==> src/hdl/mafilt_pkg.sv <==
// Shared constants and width helpers for the moving average filter.
// No dependencies; the window, divider and top level files refer to this package.
package mafilt_pkg;

    // Width of one slice of the window sum fed to a partial-product multiplier.
    localparam int CHUNK_BITS = 16;

    // Bits needed to address a ring of the given depth (at least one).
    function automatic int ptr_width(input int depth);
        return (depth > 1) ? $clog2(depth) : 1;
    endfunction

    // Signed width that holds the sum of depth samples of the given width.
    function automatic int sum_width(input int depth, input int sample_bits);
        return sample_bits + $clog2(depth);
    endfunction

endpackage

==> src/hdl/mafilt_if.sv <==
// Valid/ready stream interfaces for the sample and average channels.
// No dependencies; used by the top level of the moving average filter.
interface mafilt_sample_if #(
    parameter int SAMPLE_BITS = 16
);
    logic                          valid;
    logic                          ready;
    logic signed [SAMPLE_BITS-1:0] sample;

    modport source (output valid, output sample, input ready);
    modport sink (input valid, input sample, output ready);
endinterface

interface mafilt_average_if #(
    parameter int SAMPLE_BITS = 16
);
    logic                          valid;
    logic                          ready;
    logic signed [SAMPLE_BITS-1:0] average;

    modport source (output valid, output average, input ready);
    modport sink (input valid, input average, output ready);
endinterface

==> src/hdl/mafilt_ram.sv <==
// Generic simple dual-port RAM: one write port, one read port, registered read data.
// No dependencies.
module mafilt_ram #(
    parameter int WIDTH = 16,
    parameter int DEPTH = 8
) (
    input  logic                                      clk,
    input  logic                                      we,
    input  logic [((DEPTH > 1) ? $clog2(DEPTH) : 1)-1:0] waddr,
    input  logic [WIDTH-1:0]                          wdata,
    input  logic                                      re,
    input  logic [((DEPTH > 1) ? $clog2(DEPTH) : 1)-1:0] raddr,
    output logic [WIDTH-1:0]                          rdata
);

    logic [WIDTH-1:0] mem [DEPTH];
    logic [WIDTH-1:0] rdata_reg;

    always_ff @(posedge clk)
    begin
        if (we)
        begin
            mem[waddr] <= wdata;
        end
        if (re)
        begin
            rdata_reg <= mem[raddr];
        end
    end

    assign rdata = rdata_reg;

endmodule

==> src/hdl/mafilt_window.sv <==
// Window unit: ring of samples in RAM, running sum, oldest-slot pointer and first-word fill.
// Depends on mafilt_pkg and mafilt_ram.
module mafilt_window #(
    parameter int DEPTH       = 8,
    parameter int SAMPLE_BITS = 16
) (
    input  logic                                                           clk,
    input  logic                                                           rst_n,
    input  logic                                                           in_valid,
    output logic                                                           in_ready,
    input  logic signed [SAMPLE_BITS-1:0]                                  in_sample,
    output logic                                                           out_valid,
    input  logic                                                           out_ready,
    output logic signed [mafilt_pkg::sum_width(DEPTH, SAMPLE_BITS)-1:0]    out_sum
);

    localparam int PTR_BITS = mafilt_pkg::ptr_width(DEPTH);
    localparam int SUM_BITS = mafilt_pkg::sum_width(DEPTH, SAMPLE_BITS);
    localparam logic signed [SUM_BITS-1:0] DEPTH_W = SUM_BITS'(DEPTH);
    localparam logic [PTR_BITS-1:0] LAST_SLOT = PTR_BITS'(DEPTH - 1);

    logic                          s1_valid_reg;
    logic signed [SAMPLE_BITS-1:0] s1_sample_reg;
    logic                          s1_hit_reg;
    logic signed [SAMPLE_BITS-1:0] s1_fwd_reg;
    logic                          fill_pending_reg;
    logic                          wrapped_reg;
    logic [PTR_BITS-1:0]           slot_reg;
    logic [PTR_BITS-1:0]           slot_next;
    logic signed [SAMPLE_BITS-1:0] seed_reg;
    logic signed [SUM_BITS-1:0]    sum_reg;
    logic signed [SUM_BITS-1:0]    sum_next;
    logic                          out_valid_reg;
    logic signed [SUM_BITS-1:0]    out_sum_reg;

    logic                          commit;
    logic                          accept;
    logic                          mem_we;
    logic [PTR_BITS-1:0]           slot_inc;
    logic [SAMPLE_BITS-1:0]        rd_data;
    logic                          hit_next;

    assign commit   = s1_valid_reg && (!out_valid_reg || out_ready);
    assign in_ready = !s1_valid_reg || commit;
    assign accept   = in_valid && in_ready;
    assign mem_we   = commit && !fill_pending_reg;
    assign slot_inc = (slot_reg == LAST_SLOT) ? '0 : slot_reg + PTR_BITS'(1);

    // The read for the incoming word targets the slot left after the word now committing.
    assign slot_next = !commit ? slot_reg : (fill_pending_reg ? '0 : slot_inc);
    assign hit_next  = mem_we && (slot_reg == slot_next);

    mafilt_ram #(
        .WIDTH (SAMPLE_BITS),
        .DEPTH (DEPTH)
    ) u_ring (
        .clk   (clk),
        .we    (mem_we),
        .waddr (slot_reg),
        .wdata (s1_sample_reg),
        .re    (accept),
        .raddr (slot_next),
        .rdata (rd_data)
    );

    always_comb
    begin
        logic signed [SAMPLE_BITS-1:0] old_val;
        logic signed [SUM_BITS-1:0]    old_ext;
        logic signed [SUM_BITS-1:0]    new_ext;

        // Before the first wrap the oldest slot still holds the fill word.
        if (!wrapped_reg)
        begin
            old_val = seed_reg;
        end
        else if (s1_hit_reg)
        begin
            old_val = s1_fwd_reg;
        end
        else
        begin
            old_val = signed'(rd_data);
        end
        old_ext = SUM_BITS'(old_val);
        new_ext = SUM_BITS'(s1_sample_reg);
        if (fill_pending_reg)
        begin
            sum_next = new_ext * DEPTH_W;
        end
        else
        begin
            sum_next = sum_reg - old_ext + new_ext;
        end
    end

    always_ff @(posedge clk or negedge rst_n)
    begin
        if (!rst_n)
        begin
            s1_valid_reg     <= 1'b0;
            out_valid_reg    <= 1'b0;
            fill_pending_reg <= 1'b1;
            wrapped_reg      <= 1'b0;
            slot_reg         <= '0;
            sum_reg          <= '0;
        end
        else
        begin
            if (accept)
            begin
                s1_valid_reg <= 1'b1;
            end
            else if (commit)
            begin
                s1_valid_reg <= 1'b0;
            end

            if (commit)
            begin
                out_valid_reg <= 1'b1;
            end
            else if (out_ready)
            begin
                out_valid_reg <= 1'b0;
            end

            if (commit)
            begin
                sum_reg          <= sum_next;
                slot_reg         <= slot_next;
                fill_pending_reg <= 1'b0;
                if (!fill_pending_reg && (slot_reg == LAST_SLOT))
                begin
                    wrapped_reg <= 1'b1;
                end
            end
        end
    end

    always_ff @(posedge clk)
    begin
        if (accept)
        begin
            s1_sample_reg <= in_sample;
            s1_hit_reg    <= hit_next;
            s1_fwd_reg    <= s1_sample_reg;
        end
        if (commit)
        begin
            out_sum_reg <= sum_next;
            if (fill_pending_reg)
            begin
                seed_reg <= s1_sample_reg;
            end
        end
    end

    assign out_valid = out_valid_reg;
    assign out_sum   = out_sum_reg;

endmodule

==> src/hdl/mafilt_div.sv <==
// Divider by the constant window depth, truncating toward zero, via a reciprocal multiply.
// Three registered stages: magnitude, partial products, recombine and sign.
// Depends on mafilt_pkg.
module mafilt_div #(
    parameter int DEPTH       = 8,
    parameter int SAMPLE_BITS = 16
) (
    input  logic                                                        clk,
    input  logic                                                        rst_n,
    input  logic                                                        in_valid,
    output logic                                                        in_ready,
    input  logic signed [mafilt_pkg::sum_width(DEPTH, SAMPLE_BITS)-1:0] in_sum,
    output logic                                                        out_valid,
    input  logic                                                        out_ready,
    output logic signed [SAMPLE_BITS-1:0]                               out_average
);

    localparam int SUM_BITS = mafilt_pkg::sum_width(DEPTH, SAMPLE_BITS);
    localparam int CB       = mafilt_pkg::CHUNK_BITS;
    localparam int SHIFT    = SUM_BITS + $clog2(DEPTH);
    localparam int RW       = SUM_BITS + 1;
    localparam int CHUNKS   = (SUM_BITS + CB - 1) / CB;
    localparam int MW       = CHUNKS * CB;
    localparam int PPW      = CB + RW;
    localparam int TW       = MW + RW;
    localparam logic [63:0] RECIP_FULL =
        ((64'd1 << SHIFT) + 64'(DEPTH) - 64'd1) / 64'(DEPTH);
    localparam logic [RW-1:0] RECIP = RW'(RECIP_FULL);

    logic                 a_valid_reg;
    logic [SUM_BITS-1:0]  a_mag_reg;
    logic                 a_neg_reg;
    logic                 b_valid_reg;
    logic [PPW-1:0]       b_pp_reg [CHUNKS];
    logic                 b_neg_reg;
    logic                 c_valid_reg;
    logic signed [SAMPLE_BITS-1:0] c_average_reg;
    logic signed [SAMPLE_BITS-1:0] average_next;

    logic                 en_a;
    logic                 en_b;
    logic                 en_c;
    logic [MW-1:0]        mag_pad;

    assign en_c     = !c_valid_reg || out_ready;
    assign en_b     = !b_valid_reg || en_c;
    assign en_a     = !a_valid_reg || en_b;
    assign in_ready = en_a;
    assign mag_pad  = MW'(a_mag_reg);

    always_comb
    begin
        logic [TW-1:0]          total;
        logic [SAMPLE_BITS-1:0] quot;

        total = '0;
        for (int c = 0; c < CHUNKS; c++)
        begin
            total = total + (TW'(b_pp_reg[c]) << (c * CB));
        end
        quot = total[SHIFT +: SAMPLE_BITS];
        average_next = b_neg_reg ? signed'(-quot) : signed'(quot);
    end

    always_ff @(posedge clk or negedge rst_n)
    begin
        if (!rst_n)
        begin
            a_valid_reg <= 1'b0;
            b_valid_reg <= 1'b0;
            c_valid_reg <= 1'b0;
        end
        else
        begin
            if (en_a)
            begin
                a_valid_reg <= in_valid;
            end
            if (en_b)
            begin
                b_valid_reg <= a_valid_reg;
            end
            if (en_c)
            begin
                c_valid_reg <= b_valid_reg;
            end
        end
    end

    always_ff @(posedge clk)
    begin
        if (en_a)
        begin
            a_neg_reg <= in_sum[SUM_BITS-1];
            a_mag_reg <= in_sum[SUM_BITS-1] ? SUM_BITS'(-in_sum) : SUM_BITS'(in_sum);
        end
        if (en_b)
        begin
            b_neg_reg <= a_neg_reg;
            for (int c = 0; c < CHUNKS; c++)
            begin
                b_pp_reg[c] <= PPW'(mag_pad[c * CB +: CB]) * PPW'(RECIP);
            end
        end
        if (en_c)
        begin
            c_average_reg <= average_next;
        end
    end

    assign out_valid   = c_valid_reg;
    assign out_average = c_average_reg;

endmodule

==> src/hdl/moving_average_filter_core.sv <==
// Top level of the boxcar moving average filter.
// Depends on mafilt_pkg, mafilt_if, mafilt_window and mafilt_div.
//
// Usage
//   Words enter on the samples channel and leave on the averages channel; both are
//   valid/ready streams and a word moves at a rising edge where valid and ready are high.
//   Each sample word yields exactly one average word: the sum of the last DEPTH
//   samples divided by DEPTH, truncated toward zero.
//   The window is a ring of DEPTH samples in a single RAM with registered read data.
//   The read of the oldest slot is issued as a word is accepted; the commit of that word
//   subtracts it from the running sum, adds the new sample and writes the sample back.
//   When the next read hits the slot being written in the same cycle (only possible
//   for a one-entry ring) the written sample is forwarded instead of the RAM data.
//   Throughput is one word per cycle while the receiver holds ready high; an accepted
//   word passes the ring update and three divider stages (magnitude, reciprocal partial
//   products, then recombine and sign) before its average word is valid.
//   After reset the first sample is taken as if the whole ring held it. No RAM clear
//   is needed: until the pointer first wraps, the oldest value comes from a register
//   holding that first sample, so the block accepts words from the first cycle.
//   If the receiver holds ready low, words collect in the pipeline registers; the
//   samples channel keeps accepting until every stage is full, and then its ready drops.
module moving_average_filter_core #(
    parameter int DEPTH       = 8,
    parameter int SAMPLE_BITS = 16
) (
    input  logic               clk,
    input  logic               rst_n,
    mafilt_sample_if.sink      samples,
    mafilt_average_if.source   averages
);

    localparam int SUM_BITS = mafilt_pkg::sum_width(DEPTH, SAMPLE_BITS);

    // Window sum handed from the ring update to the divider.
    logic                       sum_valid;
    logic                       sum_ready;
    logic signed [SUM_BITS-1:0] sum_word;

    mafilt_window #(
        .DEPTH       (DEPTH),
        .SAMPLE_BITS (SAMPLE_BITS)
    ) u_window (
        .clk       (clk),
        .rst_n     (rst_n),
        .in_valid  (samples.valid),
        .in_ready  (samples.ready),
        .in_sample (samples.sample),
        .out_valid (sum_valid),
        .out_ready (sum_ready),
        .out_sum   (sum_word)
    );

    // Constant-depth divide, truncating toward zero; its last stage is the output register.
    mafilt_div #(
        .DEPTH       (DEPTH),
        .SAMPLE_BITS (SAMPLE_BITS)
    ) u_div (
        .clk         (clk),
        .rst_n       (rst_n),
        .in_valid    (sum_valid),
        .in_ready    (sum_ready),
        .in_sum      (sum_word),
        .out_valid   (averages.valid),
        .out_ready   (averages.ready),
        .out_average (averages.average)
    );

endmodule

==> src/flat_wrapper.sv <==
// flat-port wrapper written by rule: the top's interface ports become plain ports
module moving_average_filter_core_flat 
#(
    parameter int DEPTH       = 8,
    parameter int SAMPLE_BITS = 16
)
  (clk, rst_n, samples_valid, samples_sample, samples_ready, averages_valid, averages_average, averages_ready);
  mafilt_sample_if #(.SAMPLE_BITS(SAMPLE_BITS)) samples_i ();
  mafilt_average_if #(.SAMPLE_BITS(SAMPLE_BITS)) averages_i ();
  input  logic clk;
  input  logic rst_n;
  input wire logic [$bits(samples_i.valid)-1:0] samples_valid;
  input wire logic [$bits(samples_i.sample)-1:0] samples_sample;
  output wire logic [$bits(samples_i.ready)-1:0] samples_ready;
  output wire logic [$bits(averages_i.valid)-1:0] averages_valid;
  output wire logic [$bits(averages_i.average)-1:0] averages_average;
  input wire logic [$bits(averages_i.ready)-1:0] averages_ready;
  assign samples_i.valid = samples_valid;
  assign samples_i.sample = samples_sample;
  assign samples_ready = samples_i.ready;
  assign averages_valid = averages_i.valid;
  assign averages_average = averages_i.average;
  assign averages_i.ready = averages_ready;
  moving_average_filter_core #(.DEPTH(DEPTH), .SAMPLE_BITS(SAMPLE_BITS)) u_core (.clk(clk), .rst_n(rst_n), .samples(samples_i), .averages(averages_i));
endmodule
==> config.mk <==
export PLATFORM = sky130hd
export DESIGN_NAME = moving_average_filter_core_flat
export DESIGN_NICKNAME = d
export VERILOG_FILES = /design/src/hdl/mafilt_pkg.sv /design/src/hdl/mafilt_if.sv /design/src/hdl/mafilt_ram.sv /design/src/hdl/mafilt_window.sv /design/src/hdl/mafilt_div.sv /design/src/hdl/moving_average_filter_core.sv /design/src/flat_wrapper.sv
export SDC_FILE = /design/constraint.sdc
export NUM_CORES = 1
export LEC_CHECK = 0
export BUFFER_PORTS_ARGS = -buffer_cell sky130_fd_sc_hd__buf_2
export CAP_MARGIN = 20
export CORE_MARGIN = 10
export CORE_UTILIZATION = 35
export DETAILED_ROUTE_END_ITERATION = 8
export GPL_ROUTABILITY_DRIVEN = 0
export MAX_ROUTING_LAYER = met4
export PLACE_DENSITY_LB_ADDON = 0.25
export SYNTH_ARGS = -nofsm -noshare
export SYNTH_HDL_FRONTEND = slang
export SYNTH_HIERARCHICAL = 1
export SYNTH_SLANG_ARGS = --single-unit
==> constraint.sdc <==
create_clock -name clk -period 8.8 [get_ports clk]
set_clock_uncertainty 0.15 [all_clocks]
set_input_delay 1.76 -clock clk [delete_from_list [all_inputs] [get_ports clk]]
set_output_delay 1.76 -clock clk [all_outputs]
set_load 0.01 [all_outputs]
==> impl_metrics.py <==
metrics = {
    "logic_synthesis": {
        "async_flop_share_pct": 9.966,
        "synth_seq_area_share_pct": 66.72,
        "yosys.area.top_type_share_pct": 61.08,
        "synth_seq_cells": 291,
        "ys_warn_count": 6,
        "ys_types": 59,
        "ys.flop_type": "edfxtp_1",
        "syn_area_per_cell_um2": 15.58,
        "synthCells": 827,
        "syn_area_mm2": 0.01288,
        "synth_top_area_cell": "edfxtp_1",
        "synth_nets": 888,
        "ys_top_cells_by_area": "edfxtp_1, mux4_1, dfrtp_1",
        "synth-edff-count": 262,
    },
    "routing": {
        "drc_errors": 0,
        "wl_met3_um": 812,
        "drtPass1Iterations": 4,
        "routed.top_layer": "met4",
        "drtIter0Drc": 238,
        "via_per_inst": 4.856,
        "route.vias.total": 6697,
        "wl_per_cell_um": 17.84,
        "wl_met1_um": 11060,
        "ant_nets": 0,
        "route.met2.wl_um": 12230,
        "wirelength_um": 24600,
    },
    "cts": {
        "ctsHoldBuffers": 0,
        "numCtsBuffers": 34,
        "cts.htree.levels": 2,
        "cts.clk_slew.worst_paths_ns": 0.06,
        "ctsResizeCount": 0,
        "clockBufferDepth": 3,
        "clock-sinks": 291,
        "cts_tree": "built",
        "clkLatencyLatePin_ns": 0.52,
        "post_cts_buffers": 0,
        "clock-root-buffer": "clkbuf_16",
    },
    "sta": {
        "final_hold_viol_count": 0,
        "fin_tns_setup_ns": 0,
        "timing.final.crit_share_pct": 59.84,
        "clock.fmax_mhz": 189.9,
        "setup_viol_count_final": 0,
        "tightestPinTransition_ns": 1.077,
        "slew_headroom_pct": 27.79,
        "slew_viol_final": 0,
        "grt_setup_unrepaired": "no",
        "period_minus_slack_ns": 5.266,
    },
    "power": {
        "switchingPower_mw": 2.166,
        "clkPwrFrac_pct": 22.0,
        "irDropWorstVdd_v": 0.0001561,
        "p_seq_share_pct": 36.7,
        "switching_share_pct": 35.29,
        "p_leak_nw": 5.386,
        "p_comb_share_pct": 41.3,
        "power_density_mw_per_mm2": 416.9,
        "p_int_mw": 3.972,
    },
    "layout": {
        "nNetsFinal": 948,
        "drive_above_1_share_pct": 16.25,
        "diodes": 0,
        "area_growth_pct": 14.30,
        "layout_common_cells": "edfxtp_1, inv_1, nand2_1, xnor2_1, buf_2",
        "fillers": 3343,
        "final_common_cell": "edfxtp_1",
        "largest_register_ff_count": 128,
        "fin_cells": 1379,
    },
    "floorplanning": {
        "die_area_mm2": 0.04488,
        "rows": 70,
        "io_pins": 38,
        "die_h_um": 211.8,
        "design.core.area_mm2": 0.03643,
        "die_w_um": 211.8,
        "start_util_pct": 35.35,
    },
    "place": {
        "port_buffers": 37,
        "dp_hpwl_um": 16030,
        "dp.cells": 1318,
    },
    "min_path": {
        "hp-class": "reg2reg",
    },
    "worst_setup_path": {
        "cp-end-kind": "flop",
        "path_class": "in2reg",
        "crit_chain": "buf_2, nand4b_1, buf_8, nand2b_1, nand2_4, inv_2, nand2b_1, o31ai_4, buf_4, mux4_1, mux2_2",
        "worstPathArrival_ns": 5.38,
        "crit_required_ns": 8.92,
        "slowest_stage": "inv_2",
        "critPathLaunchType": "input port",
        "cp_common_cell": "nand2b_1",
        "critical_path.max_fanout": 45,
        "max_stage_delay_ns": 0.64,
    },
    "global_routing": {
        "antenna_found_initial": 0,
        "grt_overflow": 0,
        "grt_max_degree": 50,
        "grt_pass1_vias": 6952,
        "grt_use_total_pct": 11.52,
        "grt_pass1_wl_um": 39160,
    },
    "flow_run": {
        "maxCapViolations": 0,
    },
    "outcome": {
        "status": "complete, no violations",
    },
}
-- power groups by stage --
| stage | Combinational, mW | Sequential (mW) | Clock, mW |
|---|---|---|---|
| after detailed placement | 2.55 | 2.29 | 0 |
| after CTS | 2.56 | 2.26 | 1.39 |
| after global routing | 2.85 | 2.30 | 1.46 |
| after floorplan | 1.98 | 2.22 | 0 |
| after global placement | 2.52 | 2.28 | 0 |
| final | 2.54 | 2.25 | 1.35 |
-- worst max-delay path, delay by kind of cell --
| family | cells | cell delay (ns) |
|---|---|---|
| AOI/OAI and AO/OA | 1 | 0.27 |
| and+or+nand+nor | 4 | 0.98 |
| buffers and inverters | 4 | 1.43 |
| muxes | 2 | 0.89 |
-- synthesized netlist by cell type (2+ instances only) --
master / n
nand3_1: 5
nand4b_1: 2
a21o_1: 9
a31o_1: 2
or3_1: 2
or4_1: 2
a21o_2: 2
nor2b_1: 3
or4_4: 2
and3_1: 2
buf_2: 4
mux2i_1: 19
clkbuf_1: 13
nor2_1: 35
o21ai_1: 26
ha_1: 23
edfxtp_1: 262
mux4_2: 4
nand2_1: 55
nor3_1: 5
xnor2_1: 42
o41ai_1: 2
nand3b_1: 6
nor4_1: 5
a21oi_1: 28
o31ai_1: 9
o21ai_2: 2
a31oi_1: 5
xor2_1: 6
nor3b_1: 2
nand2b_1: 16
and2_1: 3
fa_1: 18
o21ai_0: 17
buf_6: 5
o211ai_1: 5
inv_1: 76
mux2_2: 23
mux4_1: 28
buf_1: 5
dfrtp_1: 28
or3_4: 2
-- through the flow --
stage          hold slack (ns)  setup slack, ns  cell area, um^2  utilization [%]  total power, mW
2_1_floorplan           0.2503            3.898            12880                -            4.199
4_1_cts                 0.2701            3.130            14710            40.37            6.216
3_3_place_gp            0.2523            2.704            13630            37.42            4.803
5_1_grt                 0.2725            3.335            14720            40.41            6.606
6_report                0.2658            3.534            14720            40.41            6.138
3_5_place_dp            0.2566            2.592            13630            37.42            4.834
-- cell type report --
type                            count  area, um^2  share of cell area [%]
Multi-Input combinational cell    431        3874                   26.31
Tap cell                          468       585.6                   3.977
Clock buffer                       44       888.4                   6.034
Clock inverter                     16       186.4                   1.266
Sequential cell                   291        8594                   58.37
Timing Repair Buffer               52       305.3                   2.074
Inverter                           77       289.0                   1.963
-- kinds of logic after synthesis --
group	synth area share [%]
adders and majority gates	5.032
AOI/OAI and AO/OA	5.867
buffers and inverters	3.400
DFF	66.72
and+or+nand+nor	5.818
xor gates and xnor gates	3.264
muxes	9.898
-- layer usage --
metal | vias up | global-route usage (%)
li1 | 3215 | -
met2 | 113 | 19.16
met4 | 0 | 3.397
met1 | 3325 | 14.03
met3 | 44 | 2.189
met5 | - | -
-- worst paths after layout --
check | startpoint | endpoint | slack, ns | cells past startpoint
max | averages_ready | u_core/u_window/u_ring/rdata[1] | 3.53 | 11
min | u_core/u_div/a_mag_reg[17] | u_core/u_div/b_pp_reg[0][17] | 0.27 | 0
max reg2reg | u_core/u_window/s1_hit_reg | u_core/u_window/out_sum[18] | 4.46 | 14
min reg2reg | u_core/u_div/a_mag_reg[17] | u_core/u_div/b_pp_reg[0][17] | 0.27 | 0
max in group asynchronous | rst_n | u_core/u_window/sum_reg[6] | 6.78 | 1
min in group asynchronous | rst_n | u_core/u_window/sum_reg[12] | 1.19 | 1
Power figures use the tool's default switching activity.
